$ cat src/udpdt_pkg.sv
package udpdt_pkg;

    typedef logic [1:0] opcode_t;

    localparam opcode_t OP_LOOKUP     = 2'd0;
    localparam opcode_t OP_REGISTER   = 2'd1;
    localparam opcode_t OP_UNREGISTER = 2'd2;

    typedef logic [1:0] status_t;

    localparam status_t ST_OK      = 2'd0;
    localparam status_t ST_ALREADY = 2'd1;
    localparam status_t ST_FULL    = 2'd2;
    localparam status_t ST_MISS    = 2'd3;

    typedef enum logic [1:0] {
        S_IDLE,
        S_SCAN,
        S_DRAIN,
        S_COMMIT
    } ctrl_state_t;

    // controller to datapath
    typedef struct packed {
        logic load;
        logic rd_en;
        logic commit;
    } dp_cmd_t;

    // datapath to controller
    typedef struct packed {
        logic scan_last;
        logic out_free;
    } dp_status_t;

endpackage

$ cat src/udp_req_if.sv
interface udp_req_if;
    logic        valid;
    logic        ready;
    logic [1:0]  opcode;
    logic [15:0] port;
    logic [7:0]  handler_id;

    modport source (output valid, output opcode, output port, output handler_id,
                    input ready);
    modport sink (input valid, input opcode, input port, input handler_id,
                  output ready);
endinterface

$ cat src/udp_rsp_if.sv
interface udp_rsp_if;
    logic       valid;
    logic       ready;
    logic [1:0] status;
    logic [2:0] slot;
    logic [7:0] bound_handler;

    modport source (output valid, output status, output slot, output bound_handler,
                    input ready);
    modport sink (input valid, input status, input slot, input bound_handler,
                  output ready);
endinterface

$ cat src/udpdt_ctrl.sv
module udpdt_ctrl
    import udpdt_pkg::*;
(
    input  logic       clk,
    input  logic       rst_n,
    input  logic       in_valid,
    output logic       in_ready,
    input  dp_status_t dp_status,
    output dp_cmd_t    dp_cmd
);

    ctrl_state_t state_reg;
    ctrl_state_t state_next;

    always_ff @(posedge clk or negedge rst_n)
    begin
        if (!rst_n)
        begin
            state_reg <= S_IDLE;
        end
        else
        begin
            state_reg <= state_next;
        end
    end

    always_comb
    begin
        state_next    = state_reg;
        in_ready      = 1'b0;
        dp_cmd.load   = 1'b0;
        dp_cmd.rd_en  = 1'b0;
        dp_cmd.commit = 1'b0;
        case (state_reg)
            S_IDLE:
            begin
                in_ready = 1'b1;
                if (in_valid)
                begin
                    dp_cmd.load = 1'b1;
                    state_next  = S_SCAN;
                end
            end
            S_SCAN:
            begin
                dp_cmd.rd_en = 1'b1;
                if (dp_status.scan_last)
                begin
                    state_next = S_DRAIN;
                end
            end
            S_DRAIN:
            begin
                // last read data lands in the trackers
                state_next = S_COMMIT;
            end
            S_COMMIT:
            begin
                if (dp_status.out_free)
                begin
                    dp_cmd.commit = 1'b1;
                    state_next    = S_IDLE;
                end
            end
            default:
            begin
                state_next = S_IDLE;
            end
        endcase
    end

endmodule

$ cat src/udpdt_datapath.sv
module udpdt_datapath
    import udpdt_pkg::*;
#(
    parameter int SLOTS = 8
)
(
    input  logic        clk,
    input  logic        rst_n,
    input  dp_cmd_t     dp_cmd,
    output dp_status_t  dp_status,
    input  logic [1:0]  in_opcode,
    input  logic [15:0] in_port,
    input  logic [7:0]  in_handler_id,
    output logic        out_valid,
    input  logic        out_ready,
    output logic [1:0]  out_status,
    output logic [2:0]  out_slot,
    output logic [7:0]  out_bound_handler
);

    localparam int IW = (SLOTS > 1) ? $clog2(SLOTS) : 1;
    localparam logic [IW-1:0] LAST_IDX = IW'(SLOTS - 1);

    // slot storage, valid bits stand in for the all-zero reset contents
    logic [15:0]      port_mem [SLOTS];
    logic [7:0]       hdl_mem  [SLOTS];
    logic [SLOTS-1:0] valid_reg;

    logic [1:0]    op_reg;
    logic [15:0]   port_reg;
    logic [7:0]    hid_reg;
    logic [IW-1:0] cnt_reg;

    logic          rd_en_reg;
    logic [IW-1:0] rd_idx_reg;
    logic          rd_valid_reg;
    logic [15:0]   rd_port_reg;
    logic [7:0]    rd_hdl_reg;

    logic          hit_reg;
    logic [IW-1:0] hit_idx_reg;
    logic [7:0]    hit_hdl_reg;
    logic          free_reg;
    logic [IW-1:0] free_idx_reg;

    logic          out_valid_reg;
    logic [1:0]    out_status_reg;
    logic [2:0]    out_slot_reg;
    logic [7:0]    out_hdl_reg;

    logic [15:0]   entry_port;
    logic [7:0]    entry_hdl;

    logic          wr_set;
    logic          wr_clr;
    logic [IW-1:0] wr_idx;
    status_t       dec_status;
    logic [IW-1:0] dec_idx;
    logic [7:0]    dec_hdl;

    assign entry_port = rd_valid_reg ? rd_port_reg : 16'd0;
    assign entry_hdl  = rd_valid_reg ? rd_hdl_reg : 8'd0;

    assign dp_status.scan_last = (cnt_reg == LAST_IDX);
    assign dp_status.out_free  = !out_valid_reg || out_ready;

    // item capture and scan address
    always_ff @(posedge clk or negedge rst_n)
    begin
        if (!rst_n)
        begin
            cnt_reg   <= '0;
            rd_en_reg <= 1'b0;
        end
        else
        begin
            rd_en_reg <= dp_cmd.rd_en;
            if (dp_cmd.load)
            begin
                cnt_reg <= '0;
            end
            else if (dp_cmd.rd_en)
            begin
                cnt_reg <= cnt_reg + IW'(1);
            end
        end
    end

    always_ff @(posedge clk)
    begin
        if (dp_cmd.load)
        begin
            op_reg   <= in_opcode;
            port_reg <= in_port;
            hid_reg  <= in_handler_id;
        end
    end

    // registered read port
    always_ff @(posedge clk)
    begin
        rd_idx_reg   <= cnt_reg;
        rd_valid_reg <= valid_reg[cnt_reg];
        rd_port_reg  <= port_mem[cnt_reg];
        rd_hdl_reg   <= hdl_mem[cnt_reg];
    end

    // lowest match and lowest free slot trackers
    always_ff @(posedge clk or negedge rst_n)
    begin
        if (!rst_n)
        begin
            hit_reg  <= 1'b0;
            free_reg <= 1'b0;
        end
        else if (dp_cmd.load)
        begin
            hit_reg  <= 1'b0;
            free_reg <= 1'b0;
        end
        else if (rd_en_reg)
        begin
            if (!hit_reg && entry_port == port_reg)
            begin
                hit_reg <= 1'b1;
            end
            if (!free_reg && entry_port == 16'd0)
            begin
                free_reg <= 1'b1;
            end
        end
    end

    always_ff @(posedge clk)
    begin
        if (rd_en_reg && !hit_reg && entry_port == port_reg)
        begin
            hit_idx_reg <= rd_idx_reg;
            hit_hdl_reg <= entry_hdl;
        end
        if (rd_en_reg && !free_reg && entry_port == 16'd0)
        begin
            free_idx_reg <= rd_idx_reg;
        end
    end

    // outcome of the finished scan
    always_comb
    begin
        wr_set     = 1'b0;
        wr_clr     = 1'b0;
        wr_idx     = hit_idx_reg;
        dec_status = ST_MISS;
        dec_idx    = '0;
        dec_hdl    = 8'd0;
        case (op_reg)
            OP_LOOKUP:
            begin
                if (hit_reg && port_reg != 16'd0)
                begin
                    dec_status = ST_OK;
                    dec_idx    = hit_idx_reg;
                    dec_hdl    = hit_hdl_reg;
                end
            end
            OP_REGISTER:
            begin
                if (hit_reg)
                begin
                    dec_status = ST_ALREADY;
                end
                else if (!free_reg)
                begin
                    dec_status = ST_FULL;
                end
                else
                begin
                    dec_status = ST_OK;
                    dec_idx    = free_idx_reg;
                    wr_set     = 1'b1;
                    wr_idx     = free_idx_reg;
                end
            end
            OP_UNREGISTER:
            begin
                if (hit_reg)
                begin
                    dec_status = ST_OK;
                    dec_idx    = hit_idx_reg;
                    wr_clr     = 1'b1;
                end
            end
            default:
            begin
                dec_status = ST_MISS;
            end
        endcase
    end

    always_ff @(posedge clk)
    begin
        if (dp_cmd.commit && wr_set)
        begin
            port_mem[wr_idx] <= port_reg;
            hdl_mem[wr_idx]  <= hid_reg;
        end
    end

    always_ff @(posedge clk or negedge rst_n)
    begin
        if (!rst_n)
        begin
            valid_reg <= '0;
        end
        else if (dp_cmd.commit && (wr_set || wr_clr))
        begin
            valid_reg[wr_idx] <= wr_set;
        end
    end

    // output register
    always_ff @(posedge clk or negedge rst_n)
    begin
        if (!rst_n)
        begin
            out_valid_reg <= 1'b0;
        end
        else if (dp_cmd.commit)
        begin
            out_valid_reg <= 1'b1;
        end
        else if (out_ready)
        begin
            out_valid_reg <= 1'b0;
        end
    end

    always_ff @(posedge clk)
    begin
        if (dp_cmd.commit)
        begin
            out_status_reg <= dec_status;
            out_slot_reg   <= 3'(dec_idx);
            out_hdl_reg    <= dec_hdl;
        end
    end

    assign out_valid         = out_valid_reg;
    assign out_status        = out_status_reg;
    assign out_slot          = out_slot_reg;
    assign out_bound_handler = out_hdl_reg;

endmodule

$ cat src/udp_port_demux_table_core.sv
// udp port demultiplex table: binds udp ports to handler ids in SLOTS slots
// a request is taken only while idle, so the next request waits until the response
// to the last one has been committed, after the slot walk through the single
//   registered read port of the slot memory
// reset: rst_n clears all slot valid bits at once, every slot reads as free
//   with handler zero; no clearing pass
module udp_port_demux_table_core
    import udpdt_pkg::*;
#(
    parameter int SLOTS = 8
)
(
    input  logic      clk,
    input  logic      rst_n,
    udp_req_if.sink   req,
    udp_rsp_if.source rsp
);

    dp_cmd_t    dp_cmd;
    dp_status_t dp_status;

    // controller: idle, walk the slots, drain the read pipe, commit
    udpdt_ctrl u_ctrl (
        .clk       (clk),
        .rst_n     (rst_n),
        .in_valid  (req.valid),
        .in_ready  (req.ready),
        .dp_status (dp_status),
        .dp_cmd    (dp_cmd)
    );

    // datapath: slot memory, match trackers, decision and output register
    // one walk finds both the lowest matching slot and the lowest free slot
    udpdt_datapath #(
        .SLOTS (SLOTS)
    ) u_datapath (
        .clk               (clk),
        .rst_n             (rst_n),
        .dp_cmd            (dp_cmd),
        .dp_status         (dp_status),
        .in_opcode         (req.opcode),
        .in_port           (req.port),
        .in_handler_id     (req.handler_id),
        .out_valid         (rsp.valid),
        .out_ready         (rsp.ready),
        .out_status        (rsp.status),
        .out_slot          (rsp.slot),
        .out_bound_handler (rsp.bound_handler)
    );

endmodule
$ cat src/flat_wrapper.sv
// flat-port wrapper written by rule: the top's interface ports become plain ports
module udp_port_demux_table_core_flat import udpdt_pkg::*;
#(
    parameter int SLOTS = 8
)
  (clk, rst_n, req_valid, req_opcode, req_port, req_handler_id, req_ready, rsp_valid, rsp_status, rsp_slot, rsp_bound_handler, rsp_ready);
  udp_req_if req_i ();
  udp_rsp_if rsp_i ();
  input  logic clk;
  input  logic rst_n;
  input wire logic [$bits(req_i.valid)-1:0] req_valid;
  input wire logic [$bits(req_i.opcode)-1:0] req_opcode;
  input wire logic [$bits(req_i.port)-1:0] req_port;
  input wire logic [$bits(req_i.handler_id)-1:0] req_handler_id;
  output wire logic [$bits(req_i.ready)-1:0] req_ready;
  output wire logic [$bits(rsp_i.valid)-1:0] rsp_valid;
  output wire logic [$bits(rsp_i.status)-1:0] rsp_status;
  output wire logic [$bits(rsp_i.slot)-1:0] rsp_slot;
  output wire logic [$bits(rsp_i.bound_handler)-1:0] rsp_bound_handler;
  input wire logic [$bits(rsp_i.ready)-1:0] rsp_ready;
  assign req_i.valid = req_valid;
  assign req_i.opcode = req_opcode;
  assign req_i.port = req_port;
  assign req_i.handler_id = req_handler_id;
  assign req_ready = req_i.ready;
  assign rsp_valid = rsp_i.valid;
  assign rsp_status = rsp_i.status;
  assign rsp_slot = rsp_i.slot;
  assign rsp_bound_handler = rsp_i.bound_handler;
  assign rsp_i.ready = rsp_ready;
  udp_port_demux_table_core #(.SLOTS(SLOTS)) u_core (.clk(clk), .rst_n(rst_n), .req(req_i), .rsp(rsp_i));
endmodule
$ cat config.mk
export PLATFORM = sky130hd
export DESIGN_NAME = udp_port_demux_table_core_flat
export DESIGN_NICKNAME = d
export VERILOG_FILES = /design/src/udpdt_pkg.sv /design/src/udp_req_if.sv /design/src/udp_rsp_if.sv /design/src/udpdt_ctrl.sv /design/src/udpdt_datapath.sv /design/src/udp_port_demux_table_core.sv /design/src/flat_wrapper.sv
export SDC_FILE = /design/constraint.sdc
export NUM_CORES = 1
export LEC_CHECK = 0
export ABC_AREA = 1
export BUFFER_PORTS_ARGS = -buffer_cell sky130_fd_sc_hd__buf_4
export CAP_MARGIN = 25
export CORE_MARGIN = 2
export CORE_UTILIZATION = 55
export CTS_CLUSTER_SIZE = 12
export DETAILED_ROUTE_END_ITERATION = 6
export PLACE_DENSITY = 0.74
export RECOVER_POWER = 25
export SYNTH_ARGS = -nofsm -noshare
export SYNTH_HDL_FRONTEND = slang
export SYNTH_SLANG_ARGS = --single-unit
export TNS_END_PERCENT = 10
$ cat constraint.sdc
create_clock -name clk -period 3.35 [get_ports clk]
set_clock_uncertainty 0.15 [all_clocks]
set_input_delay 0 -clock clk [delete_from_list [all_inputs] [get_ports clk]]
set_output_delay 0 -clock clk [all_outputs]
set_load 0.05 [all_outputs]
==> impl_metrics.env, run 1 <==
export IMPL_critical_path_arrival_ns=2.63
export IMPL_grt_max_degree=82
export IMPL_slew_violations=0
export IMPL_ys_seq_elements=290
export IMPL_maxCapViolations=0
export IMPL_synth_edff_count=245
export IMPL_slowest_stage="dfxtp_1"
export IMPL_grt_pass1_wl_mm=35.0
export IMPL_netlist_area_sq_um=11400
export IMPL_hold_path_class="primary input to register"
export IMPL_cts_tree="done"
export IMPL_coreArea_sq_um=20300
export IMPL_finalSetupViolations=0
export IMPL_num_vias=7169
export IMPL_first_global_vias=6957
export IMPL_vias_per_cell=5.48
export IMPL_layout_min_cycle_time_ns=2.54
export IMPL_fill_cells=1483
export IMPL_dr_pass1_iters=4
export IMPL_drtAntennaViolNets=0
export IMPL_dieArea_sq_um=21900
export IMPL_drt_iter0_drc=602
export IMPL_regArea_sq_um=8350
export IMPL_drc=0
export IMPL_regMostFlops="u_core.u_datapath.port_mem"
export IMPL_routed_wirelength_mm=22.1
export IMPL_numClockSinks=290
export IMPL_largest_reg_flops=128
export IMPL_power_density_nw_per_um2=770
export IMPL_run_status="finished, final reports clean"
export IMPL_stdcell_area_sq_um=13300
export IMPL_antenna_found_initial=0
export IMPL_multi_input_area_sq_um=2670
export IMPL_port_buffers=44
export IMPL_yosysSeqAreaShare_pct=73.3
export IMPL_yosys_warnings=0
export IMPL_post_drt_wl_per_cell_microns=16.9
export IMPL_boundaryPins=45
export IMPL_die_height_microns=148
export IMPL_grt_overflow_total=0
export IMPL_clk_latency_ns=0.55
export IMPL_nets=1052
export IMPL_antenna_cells=0
export IMPL_numCtsBuffers=30
export IMPL_end_kind="register"
export IMPL_syn_to_final_growth_pct=16.6
export IMPL_clk_pin_slew_ns=0.06
export IMPL_synthFlopType="edfxtp_1"
export IMPL_cp_start_kind="register"
export IMPL_cp_cell_sequence="buf_4 > nand2_1 > nand2_1 > nand4_1 > nor2_1 > nand3_1 > nor2_1 > buf_4"
export IMPL_setup_tns_ns=0
export IMPL_relSlewSlack_pct=32.5
export IMPL_path_class="register to register"
export IMPL_cts_buffer_depth=3
export IMPL_synthCells=935
export IMPL_initial_core_util_pct=56.1
export IMPL_reg_top3="u_core.u_datapath.port_mem x128, u_core.u_datapath.hdl_mem x64"
export IMPL_rows=52
export IMPL_ir_drop_v=0.000443
export IMPL_syn_area_per_cell_sq_um=12.2
export IMPL_placed_area_sq_um=12000
export IMPL_finalCritPeriodShare_pct=75.8
export IMPL_gp_congestion=0.954
export IMPL_synth_fp_nets=971
export IMPL_synthDistinctLibCells=33
export IMPL_hold_slack_ns=0.0347
export IMPL_max_freq_ghz=0.394
export IMPL_drive_gt1_share_pct=12.2
export IMPL_crit_fanout=27
export IMPL_critPathMaxStageDelay_ns=0.98
export IMPL_rsz0062_at_grt="false"
export IMPL_async_reset_ff_share_pct=5.86
export IMPL_clockRootBuffer="clkbuf_16"
export IMPL_max_slew_worst_pin_slew_ns=1.01
export IMPL_cellLeakagePower_nw=4.99
export IMPL_htreeDepth=1
export IMPL_final_hold_viol_count=0
export IMPL_dp_final_hpwl_mm=12.7
export IMPL_grt_usage_pct=20.4
export IMPL_cts_resized=0
export IMPL_required_ns=3.44
export IMPL_die_x_microns=148
-- synth_stat cells (3+ instances only) --
master / n / area, sq um
nor2_2: 5 / 31.3
nor2_1: 183 / 687
o21ai_0: 58 / 290
inv_1: 46 / 173
buf_2: 7 / 35.0
buf_4: 4 / 30.0
nand3_2: 3 / 30.0
ha_1: 6 / 75.1
dfxtp_1: 28 / 561
inv_2: 8 / 30.0
nand4_1: 17 / 106
nand2_1: 167 / 627
o21ai_1: 4 / 20.0
buf_1: 3 / 11.3
clkbuf_1: 29 / 109
nor4_1: 3 / 18.8
edfxtp_1: 245 / 7360
dfrtp_1: 17 / 425
a32oi_1: 3 / 26.3
a21oi_1: 7 / 35.0
o32ai_1: 50 / 438
nand3_1: 26 / 130
xor2_1: 3 / 26.3
-- path summary, 6_finish.rpt --
| check | from | to | slack, ns | depth (start not counted) |
|---|---|---|---|---|
| min reg2reg | u_core.u_datapath.rd_idx_reg[0] | u_core.u_datapath.free_idx_reg[0] | 0.28 | 0 |
| min | req_port[8] | u_core.u_datapath.port_reg[8] | 0.03 | 2 |
| max reg2reg | u_core.u_datapath.rd_valid_reg | u_core.u_datapath.hit_hdl_reg[2] | 0.81 | 8 |
| min in group asynchronous | rst_n | u_core.u_datapath.valid_reg[0] | 0.46 | 3 |
| max | u_core.u_datapath.rd_valid_reg | u_core.u_datapath.hit_hdl_reg[2] | 0.81 | 8 |
| max in group asynchronous | rst_n | u_core.u_datapath.cnt_reg[1] | 2.04 | 3 |
-- report_power, final --
part / leakage [nW] / total (W) / switching, W / internal [W]
combinational: 1.86 / 0.00236 / 0.00157 / 0.000784
sequential: 2.67 / 0.00477 / 0.000355 / 0.00442
clock: 0.451 / 0.00309 / 0.00126 / 0.00183
-- routing by layer --
layer / track usage (%) / vias to the layer above / wire [microns]
li1: - / 3473 / -
met1: 26.5 / 3414 / 9510
met2: 34.7 / 222 / 10600
met3: 3.21 / 60 / 1190
met4: 8.43 / 0 / 763
met5: 0 / - / 0
-- critical path, delay by kind of cell, from the launching register on --
family | cells | cell delay [ns]
flops | 1 | 0.98
simple gates | 6 | 0.56
buf+inv | 2 | 0.52
-- cells by family (layout without fill, tap and decap cells) --
logic type / Yosys count / after routing / synth area share, %
buffers and inverters: 98 / 202 / 3.44
AO/OA/AOI/OAI: 123 / 123 / 7.17
XOR/XNOR: 3 / 3 / 0.231
AND/OR/NAND/NOR: 415 / 415 / 15.2
adder cells (fa/ha/maj): 6 / 6 / 0.659
flip-flops: 290 / 290 / 73.3
-- what timing repair did --
| action | in CTS | in global routing |
|---|---|---|
| buffers inserted | 0 | 0 |
| hold buffers | 30 | 0 |
| hold endpoints to repair | 53 | 0 |
-- area by class of cell --
cell class | count | share of cell area (%)
clock buffers | 47 | 6.52
clock inverters | 8 | 0.453
inverters | 55 | 1.56
multi-input cells | 547 | 20.1
flip-flops and latches | 290 | 62.9
well taps | 270 | 2.55
repair buffers | 92 | 5.96
-- metrics by stage --
stage          power, W  cells  setup WS (ns)  util, %
2_1_floorplan   0.00648    935          0.641        -
5_1_grt          0.0108   1309          0.640     65.4
3_5_place_dp    0.00716   1224          0.865     59.3
3_3_place_gp    0.00711   1224          0.926     59.3
4_1_cts          0.0103   1309          0.862     65.4
6_report         0.0102   1309          0.810     65.4
-- placed cells by master (no fill, tap or decap), types with 2 or more instances in the layout --
cell / instances
nand2_1: 167
clkbuf_4: 26
nor4_1: 3
dfrtp_1: 15
o21ai_0: 58
a32oi_1: 3
dfrtp_2: 2
nand4_1: 17
nor3_4: 2
nor2_2: 7
edfxtp_1: 245
o32ai_1: 50
dfxtp_1: 28
buf_4: 34
inv_2: 8
nand3_1: 26
a21oi_1: 7
clkbuf_8: 3
ha_1: 6
clkinv_2: 3
nor2_1: 181
nor2_4: 2
nand3b_1: 2
nand2_4: 2
buf_12: 2
xor2_1: 3
clkbuf_16: 31
clkbuf_1: 13
nand3_2: 3
o21ai_1: 4
dlygate4sd3_1: 30
clkinv_1: 5
inv_1: 46
(Power assumes the default switching activity.)
==> run 2, diff against run 1 <==
==> constraint.sdc (replaced) <==
create_clock -name clk -period 2.2 [get_ports clk]
set_clock_uncertainty 0.15 [all_clocks]
set_input_delay 0 -clock clk [delete_from_list [all_inputs] [get_ports clk]]
set_output_delay 0 -clock clk [all_outputs]
set_load 0.05 [all_outputs]
==> run 2 against run 1 <==
Die area stayed put; non-clock buffer count up 26; wire length increased by 11%; clock-buffer cell count unchanged; fmax grew 20%; global-route usage is 2.1 points higher; worst hold slack better by 0.0060 ns; sequential power rose by 51%; clock power is 42% higher; setup slack got worse by 0.73 ns.
==> impl_metrics.env, run 2 (synthesis gave the netlist of run 1 again) <==
export IMPL_run_status="finished, final reports clean"
export IMPL_nets=1077
export IMPL_numClockSinks=290
export IMPL_antenna_found_initial=0
export IMPL_clockRootBuffer="clkbuf_16"
export IMPL_dr_pass1_iters=7
export IMPL_gp_congestion=0.879
export IMPL_drive_gt1_share_pct=14.5
export IMPL_path_class="register to register"
export IMPL_post_drt_wl_per_cell_microns=18.5
export IMPL_coreArea_sq_um=20300
export IMPL_final_hold_viol_count=0
export IMPL_setup_tns_ns=0
export IMPL_placed_area_sq_um=12300
export IMPL_dieArea_sq_um=21900
export IMPL_final_cell_mix="245 x edfxtp_1, 180 x nor2_1, 164 x nand2_1, 58 x o21ai_0, 50 x o32ai_1"
export IMPL_finalSetupViolations=0
export IMPL_clk_latency_ns=0.54
export IMPL_critical_path_arrival_ns=2.23
export IMPL_critPathBufInv=4
export IMPL_r2r_end="u_core.u_datapath.hdl_mem[3][7]"
export IMPL_die_x_microns=148
export IMPL_port_buffers=44
export IMPL_r2r_cells=10
export IMPL_ir_drop_v=0.000688
export IMPL_regMostFlops="u_core.u_datapath.port_mem"
export IMPL_htreeDepth=1
export IMPL_vias_per_cell=5.62
export IMPL_crit_family="simple AND/OR/NAND/NOR gates"
export IMPL_slew_violations=0
export IMPL_hold_depth=2
export IMPL_syn_to_final_growth_pct=19.6
export IMPL_first_global_vias=7244
export IMPL_worst_path_most_repeated_cell="nand2_2"
export IMPL_grt_overflow_total=0
export IMPL_slowest_stage="edfxtp_1"
export IMPL_numCtsBuffers=29
export IMPL_antenna_cells=0
export IMPL_hold_path_end="u_core.u_datapath.port_reg[9]"
export IMPL_cp_start_kind="register"
export IMPL_reg2reg_slack_ns=0.08
export IMPL_cellLeakagePower_nw=5.11
export IMPL_cp_cell_sequence="buf_4 > inv_2 > nand2_2 > nor3_4 > nand2_2 > nand2_4 > nand3_4 > nor2_4 > buf_12 > clkbuf_16"
export IMPL_multi_input_area_sq_um=2700
export IMPL_grt_usage_pct=22.5
export IMPL_stdcell_area_sq_um=13600
export IMPL_required_ns=2.31
export IMPL_routed_wirelength_mm=24.6
export IMPL_cts_buffer_depth=3
export IMPL_layout_min_cycle_time_ns=2.12
export IMPL_fill_cells=1445
export IMPL_max_slew_worst_pin_slew_ns=0.780
export IMPL_critPathMaxStageDelay_ns=0.44
export IMPL_grt_pass1_wl_mm=38.1
export IMPL_power_density_nw_per_um2=1140
export IMPL_maxCapViolations=0
export IMPL_initial_core_util_pct=56.1
export IMPL_hold_path_class="primary input to register"
export IMPL_layout_commonest_cell="edfxtp_1"
export IMPL_relSlewSlack_pct=47.8
export IMPL_die_height_microns=148
export IMPL_power_w=0.0156
export IMPL_r2r_start="u_core.u_datapath.op_reg[1]"
export IMPL_drt_iter0_drc=636
export IMPL_boundaryPins=45
export IMPL_reg_top3="u_core.u_datapath.port_mem x128, u_core.u_datapath.hdl_mem x64"
export IMPL_num_vias=7478
export IMPL_max_freq_ghz=0.471
export IMPL_regArea_sq_um=8350
export IMPL_grt_max_degree=79
export IMPL_end_kind="register"
export IMPL_clk_pin_slew_ns=0.06
export IMPL_finalCritPeriodShare_pct=96.5
export IMPL_crit_fanout=6
export IMPL_drc=0
export IMPL_largest_reg_flops=128
export IMPL_rows=52
export IMPL_hp_start="req_port[9]"
export IMPL_cts_tree="done"
export IMPL_dp_final_hpwl_mm=14.1
export IMPL_drtAntennaViolNets=0
-- run 2: changes by cell type in the layout (fill, tap and decap cells not counted), moves of 2 or more --
cell      previous run  this run
clkinv_1             5         2
buf_4               34        43
buf_12               2        14
nand2_2              1         3
inv_1               46        44
nor2_4               2         4
nand2_1            167       164
clkbuf_1            13        18
-- run 2: worst max path at each step --
stage	startpoint	to	depth (start not counted)
after floorplan	u_core.u_datapath.out_valid	u_core.u_datapath.hdl_mem[3][0]	5
after global placement	u_core.u_datapath.op_reg[1]	u_core.u_datapath.hdl_mem[7][4]	8
after detailed placement	u_core.u_datapath.op_reg[0]	u_core.u_datapath.hdl_mem[6][4]	10
after CTS	u_core.u_datapath.op_reg[0]	u_core.u_datapath.port_mem[6][15]	10
after global routing	u_core.u_datapath.op_reg[1]	u_core.u_datapath.hdl_mem[3][7]	10
final	u_core.u_datapath.op_reg[1]	u_core.u_datapath.hdl_mem[3][7]	10
-- run 2: layer usage --
metal,GRT usage [%],routed length [microns],vias up
met2,39.1,12100,299
met5,0,0,-
met3,3.06,1590,58
li1,-,-,3513
met1,30.1,10300,3608
met4,6.24,709,0
-- run 2: area by class of cell --
type / instances / share of cell area [%]
multi-input cells: 547 / 19.8
clock buffers: 47 / 5.97
repair buffers: 118 / 8.73
inverters: 55 / 1.53
well taps: 270 / 2.48
flip-flops and latches: 290 / 61.3
clock inverters: 4 / 0.165
-- run 2: power breakdown --
part,total (W),internal [W],switching [W]
registers,0.00720,0.00672,0.000474
logic,0.00398,0.00135,0.00263
clock network,0.00439,0.00250,0.00189
total,0.0156,0.0106,0.00499
-- run 2: repair_timing --
action | in CTS | in global routing
gates resized for setup | 0 | 10
hold endpoints to repair | 53 | 0
setup buffers | 0 | 6
setup endpoints to repair | 0 | 140
hold buffers | 30 | 0
-- run 2: stage by stage --
stage,hold WS [ns],std cells,worst slack [ns],utilization [%]
floorplan,-0.446,935,-0.150,-
global placement,-0.267,1240,0.131,60.6
detailed placement,-0.268,1240,0.0894,60.6
CTS,0.00631,1321,0.0779,66.2
global route,0.0305,1331,-0.00983,67.1
finish,0.0407,1331,0.0761,67.1
-- run 2: worst reg2reg max path, delay by kind of cell (launching register included) --
family | cells | cell delay (ns)
flip-flops | 1 | 0.44
AND/OR/NAND/NOR | 6 | 0.71
buffers and inverters | 4 | 0.54
==> run 3, diff against run 2 <==
--- a/config.mk
+++ b/config.mk
@@ -12,7 +12,7 @@
 export CORE_UTILIZATION = 55
 export CTS_CLUSTER_SIZE = 12
 export DETAILED_ROUTE_END_ITERATION = 6
-export PLACE_DENSITY = 0.74
+export PLACE_DENSITY = 0.84
 export RECOVER_POWER = 25
 export SYNTH_ARGS = -nofsm -noshare
 export SYNTH_HDL_FRONTEND = slang
==> run 3 against run 2 <==
Setup slack lost 0.064 ns; register-to-register slack worse by 0.06 ns; via count is 0.19% lower; global-route usage is 1.1 points lower; combinational power decreased by 2%; fmax is 2.9% lower; clock power is 3% higher; worst hold slack improved by 0.0063 ns; critical path depth decreased by 2; core utilization shrank 0.43 points; first-iteration DRC count up 26%; wire length down 5.6%; largest cell class unchanged; largest power group unchanged.
==> impl_metrics.env, run 3 (synthesis gave the netlist of run 1 again) <==
export IMPL_clk_pin_slew_ns=0.06
export IMPL_switching_share_pct=31.6
export IMPL_post_drt_wl_per_cell_microns=17.6
export IMPL_relSlewSlack_pct=47.4
export IMPL_cp_cell_sequence="nor2_4 > nand3_2 > nand2_1 > nand2_4 > inv_4 > nand4_1 > inv_2 > clkbuf_16"
export IMPL_grt_overflow_total=0
export IMPL_final_hold_viol_count=0
export IMPL_first_global_vias=7442
export IMPL_switchingPower_w=0.00493
export IMPL_drive_gt1_share_pct=13.8
export IMPL_cp_depth=8
export IMPL_drtAntennaViolNets=0
export IMPL_setup_tns_ns=0
export IMPL_largest_reg_flops=128
export IMPL_dp_final_hpwl_mm=13.9
export IMPL_max_freq_ghz=0.457
export IMPL_die_height_microns=148
export IMPL_r2r_cells=8
export IMPL_cellLeakagePower_nw=5.07
export IMPL_antenna_found_initial=0
export IMPL_hold_slack_ns=0.0470
export IMPL_coreArea_sq_um=20300
export IMPL_end_kind="register"
export IMPL_p_clk_share_pct=29.1
export IMPL_crit_path_end="u_core.u_datapath.port_mem[4][5]"
export IMPL_num_vias=7464
export IMPL_power_density_nw_per_um2=1150
export IMPL_max_slew_worst_pin_slew_ns=0.787
export IMPL_syn_to_final_growth_pct=18.9
export IMPL_hold_path_class="primary input to register"
export IMPL_dieArea_sq_um=21900
export IMPL_finalCritPeriodShare_pct=99.4
export IMPL_finalSetupViolations=0
export IMPL_layout_commonest_cell="edfxtp_1"
export IMPL_port_buffers=44
export IMPL_routed_wirelength_mm=23.2
export IMPL_cts_tree="done"
export IMPL_numClockSinks=290
export IMPL_pwr_share_seq_pct=46.0
export IMPL_grt_pass1_wl_mm=36.9
export IMPL_place_inst=1235
export IMPL_nets=1067
export IMPL_r2r_start="u_core.u_datapath.op_reg[1]"
export IMPL_run_status="finished, final reports clean"
export IMPL_required_ns=2.30
export IMPL_cts_buffer_depth=3
export IMPL_crit_family="simple AND/OR/NAND/NOR gates"
export IMPL_fill_cells=1390
export IMPL_reg_top3="u_core.u_datapath.port_mem x128, u_core.u_datapath.hdl_mem x64"
export IMPL_grt_max_degree=88
export IMPL_initial_core_util_pct=56.1
export IMPL_vias_per_cell=5.64
export IMPL_clk_latency_ns=0.54
export IMPL_rows=52
export IMPL_slowest_stage="edfxtp_1"
export IMPL_drc=0
export IMPL_critPathMaxStageDelay_ns=0.47
export IMPL_regMostFlops="u_core.u_datapath.port_mem"
export IMPL_antenna_cells=0
export IMPL_grt_usage_pct=21.4
export IMPL_cp_startpoint="u_core.u_datapath.op_reg[1]"
export IMPL_instances_no_fill=1323
export IMPL_numCtsBuffers=29
export IMPL_layout_min_cycle_time_ns=2.19
export IMPL_boundaryPins=45
export IMPL_ir_drop_v=0.000738
export IMPL_cp_start_kind="register"
export IMPL_p_int_w=0.0107
export IMPL_crit_fanout=12
export IMPL_clockRootBuffer="clkbuf_16"
export IMPL_maxCapViolations=0
export IMPL_htreeDepth=1
export IMPL_path_class="register to register"
export IMPL_combPwrFrac_pct=24.9
export IMPL_critPathBufInv=3
export IMPL_hold_depth=2
export IMPL_die_x_microns=148
export IMPL_final_cell_mix="245 x edfxtp_1, 180 x nor2_1, 164 x nand2_1, 58 x o21ai_0, 50 x o32ai_1"
export IMPL_slew_violations=0
export IMPL_dr_pass1_iters=5
export IMPL_reg2reg_slack_ns=0.01
export IMPL_critical_path_arrival_ns=2.29
export IMPL_r2r_end="u_core.u_datapath.port_mem[4][5]"
export IMPL_gp_congestion=0.912
export IMPL_drt_iter0_drc=804
## run 3: stage by stage
step,power (W),worst slack [ns],util [%],cell area (sq um)
floorplan,0.00988,-0.150,-,11400
global placement,0.0109,0.144,60.4,12300
detailed placement,0.0111,0.00292,60.4,12300
CTS,0.0156,0.00746,66.3,13500
global route,0.0164,-0.0238,66.6,13500
finish,0.0156,0.0124,66.6,13500
## run 3: metal layers
layer / routed length, microns / GRT usage, % / up-vias
met4: 782 / 9.14 / 0
li1: - / - / 3490
met2: 11500 / 36.1 / 309
met3: 1590 / 3.06 / 61
met5: 0 / 0 / -
met1: 9400 / 28.2 / 3604
## run 3: worst register-to-register path, delay by kind of cell, from the launching register on
kind / cells / cell delay (ns)
flip-flops: 1 / 0.47
buffers and inverters: 3 / 0.51
AND/OR/NAND/NOR: 5 / 0.77
## run 3: repair_timing
| item | CTS | global route |
|---|---|---|
| pin swaps | 0 | 1 |
| hold buffers | 30 | 0 |
| endpoints found under the hold margin | 52 | 0 |
| buffers inserted | 1 | 2 |
| gates resized for setup | 0 | 6 |
| gates cloned | 0 | 2 |
| endpoints found under the setup margin | 10 | 129 |
## run 3: area by class of cell
cell class	count	area, sq um	area share (%)
clock buffers	47	823	6.09
clock inverters	6	53.8	0.398
repair buffers	108	1080	7.98
well taps	270	338	2.50
flip-flops and latches	290	8350	61.7
multi-input cells	547	2680	19.8
inverters	55	209	1.54
## run 3: worst min path at each step
stage,startpoint,endpoint
2_1_floorplan,rst_n,u_core.u_ctrl.state_reg[0]
3_3_place_gp,rst_n,u_core.u_ctrl.state_reg[1]
3_5_place_dp,rst_n,u_core.u_ctrl.state_reg[1]
4_1_cts,req_port[5],u_core.u_datapath.port_reg[5]
5_1_grt,req_port[12],u_core.u_datapath.port_reg[12]
6_report,req_handler_id[0],u_core.u_datapath.hid_reg[0]
## run 3: power by group through the flow
stage | combinational (W) | clock (W) | sequential [W]
after global placement | 0.00365 | 0 | 0.00725
after floorplan | 0.00256 | 0 | 0.00732
after global routing | 0.00433 | 0.00480 | 0.00724
final | 0.00389 | 0.00454 | 0.00717
after CTS | 0.00387 | 0.00460 | 0.00716
after detailed placement | 0.00379 | 0 | 0.00727
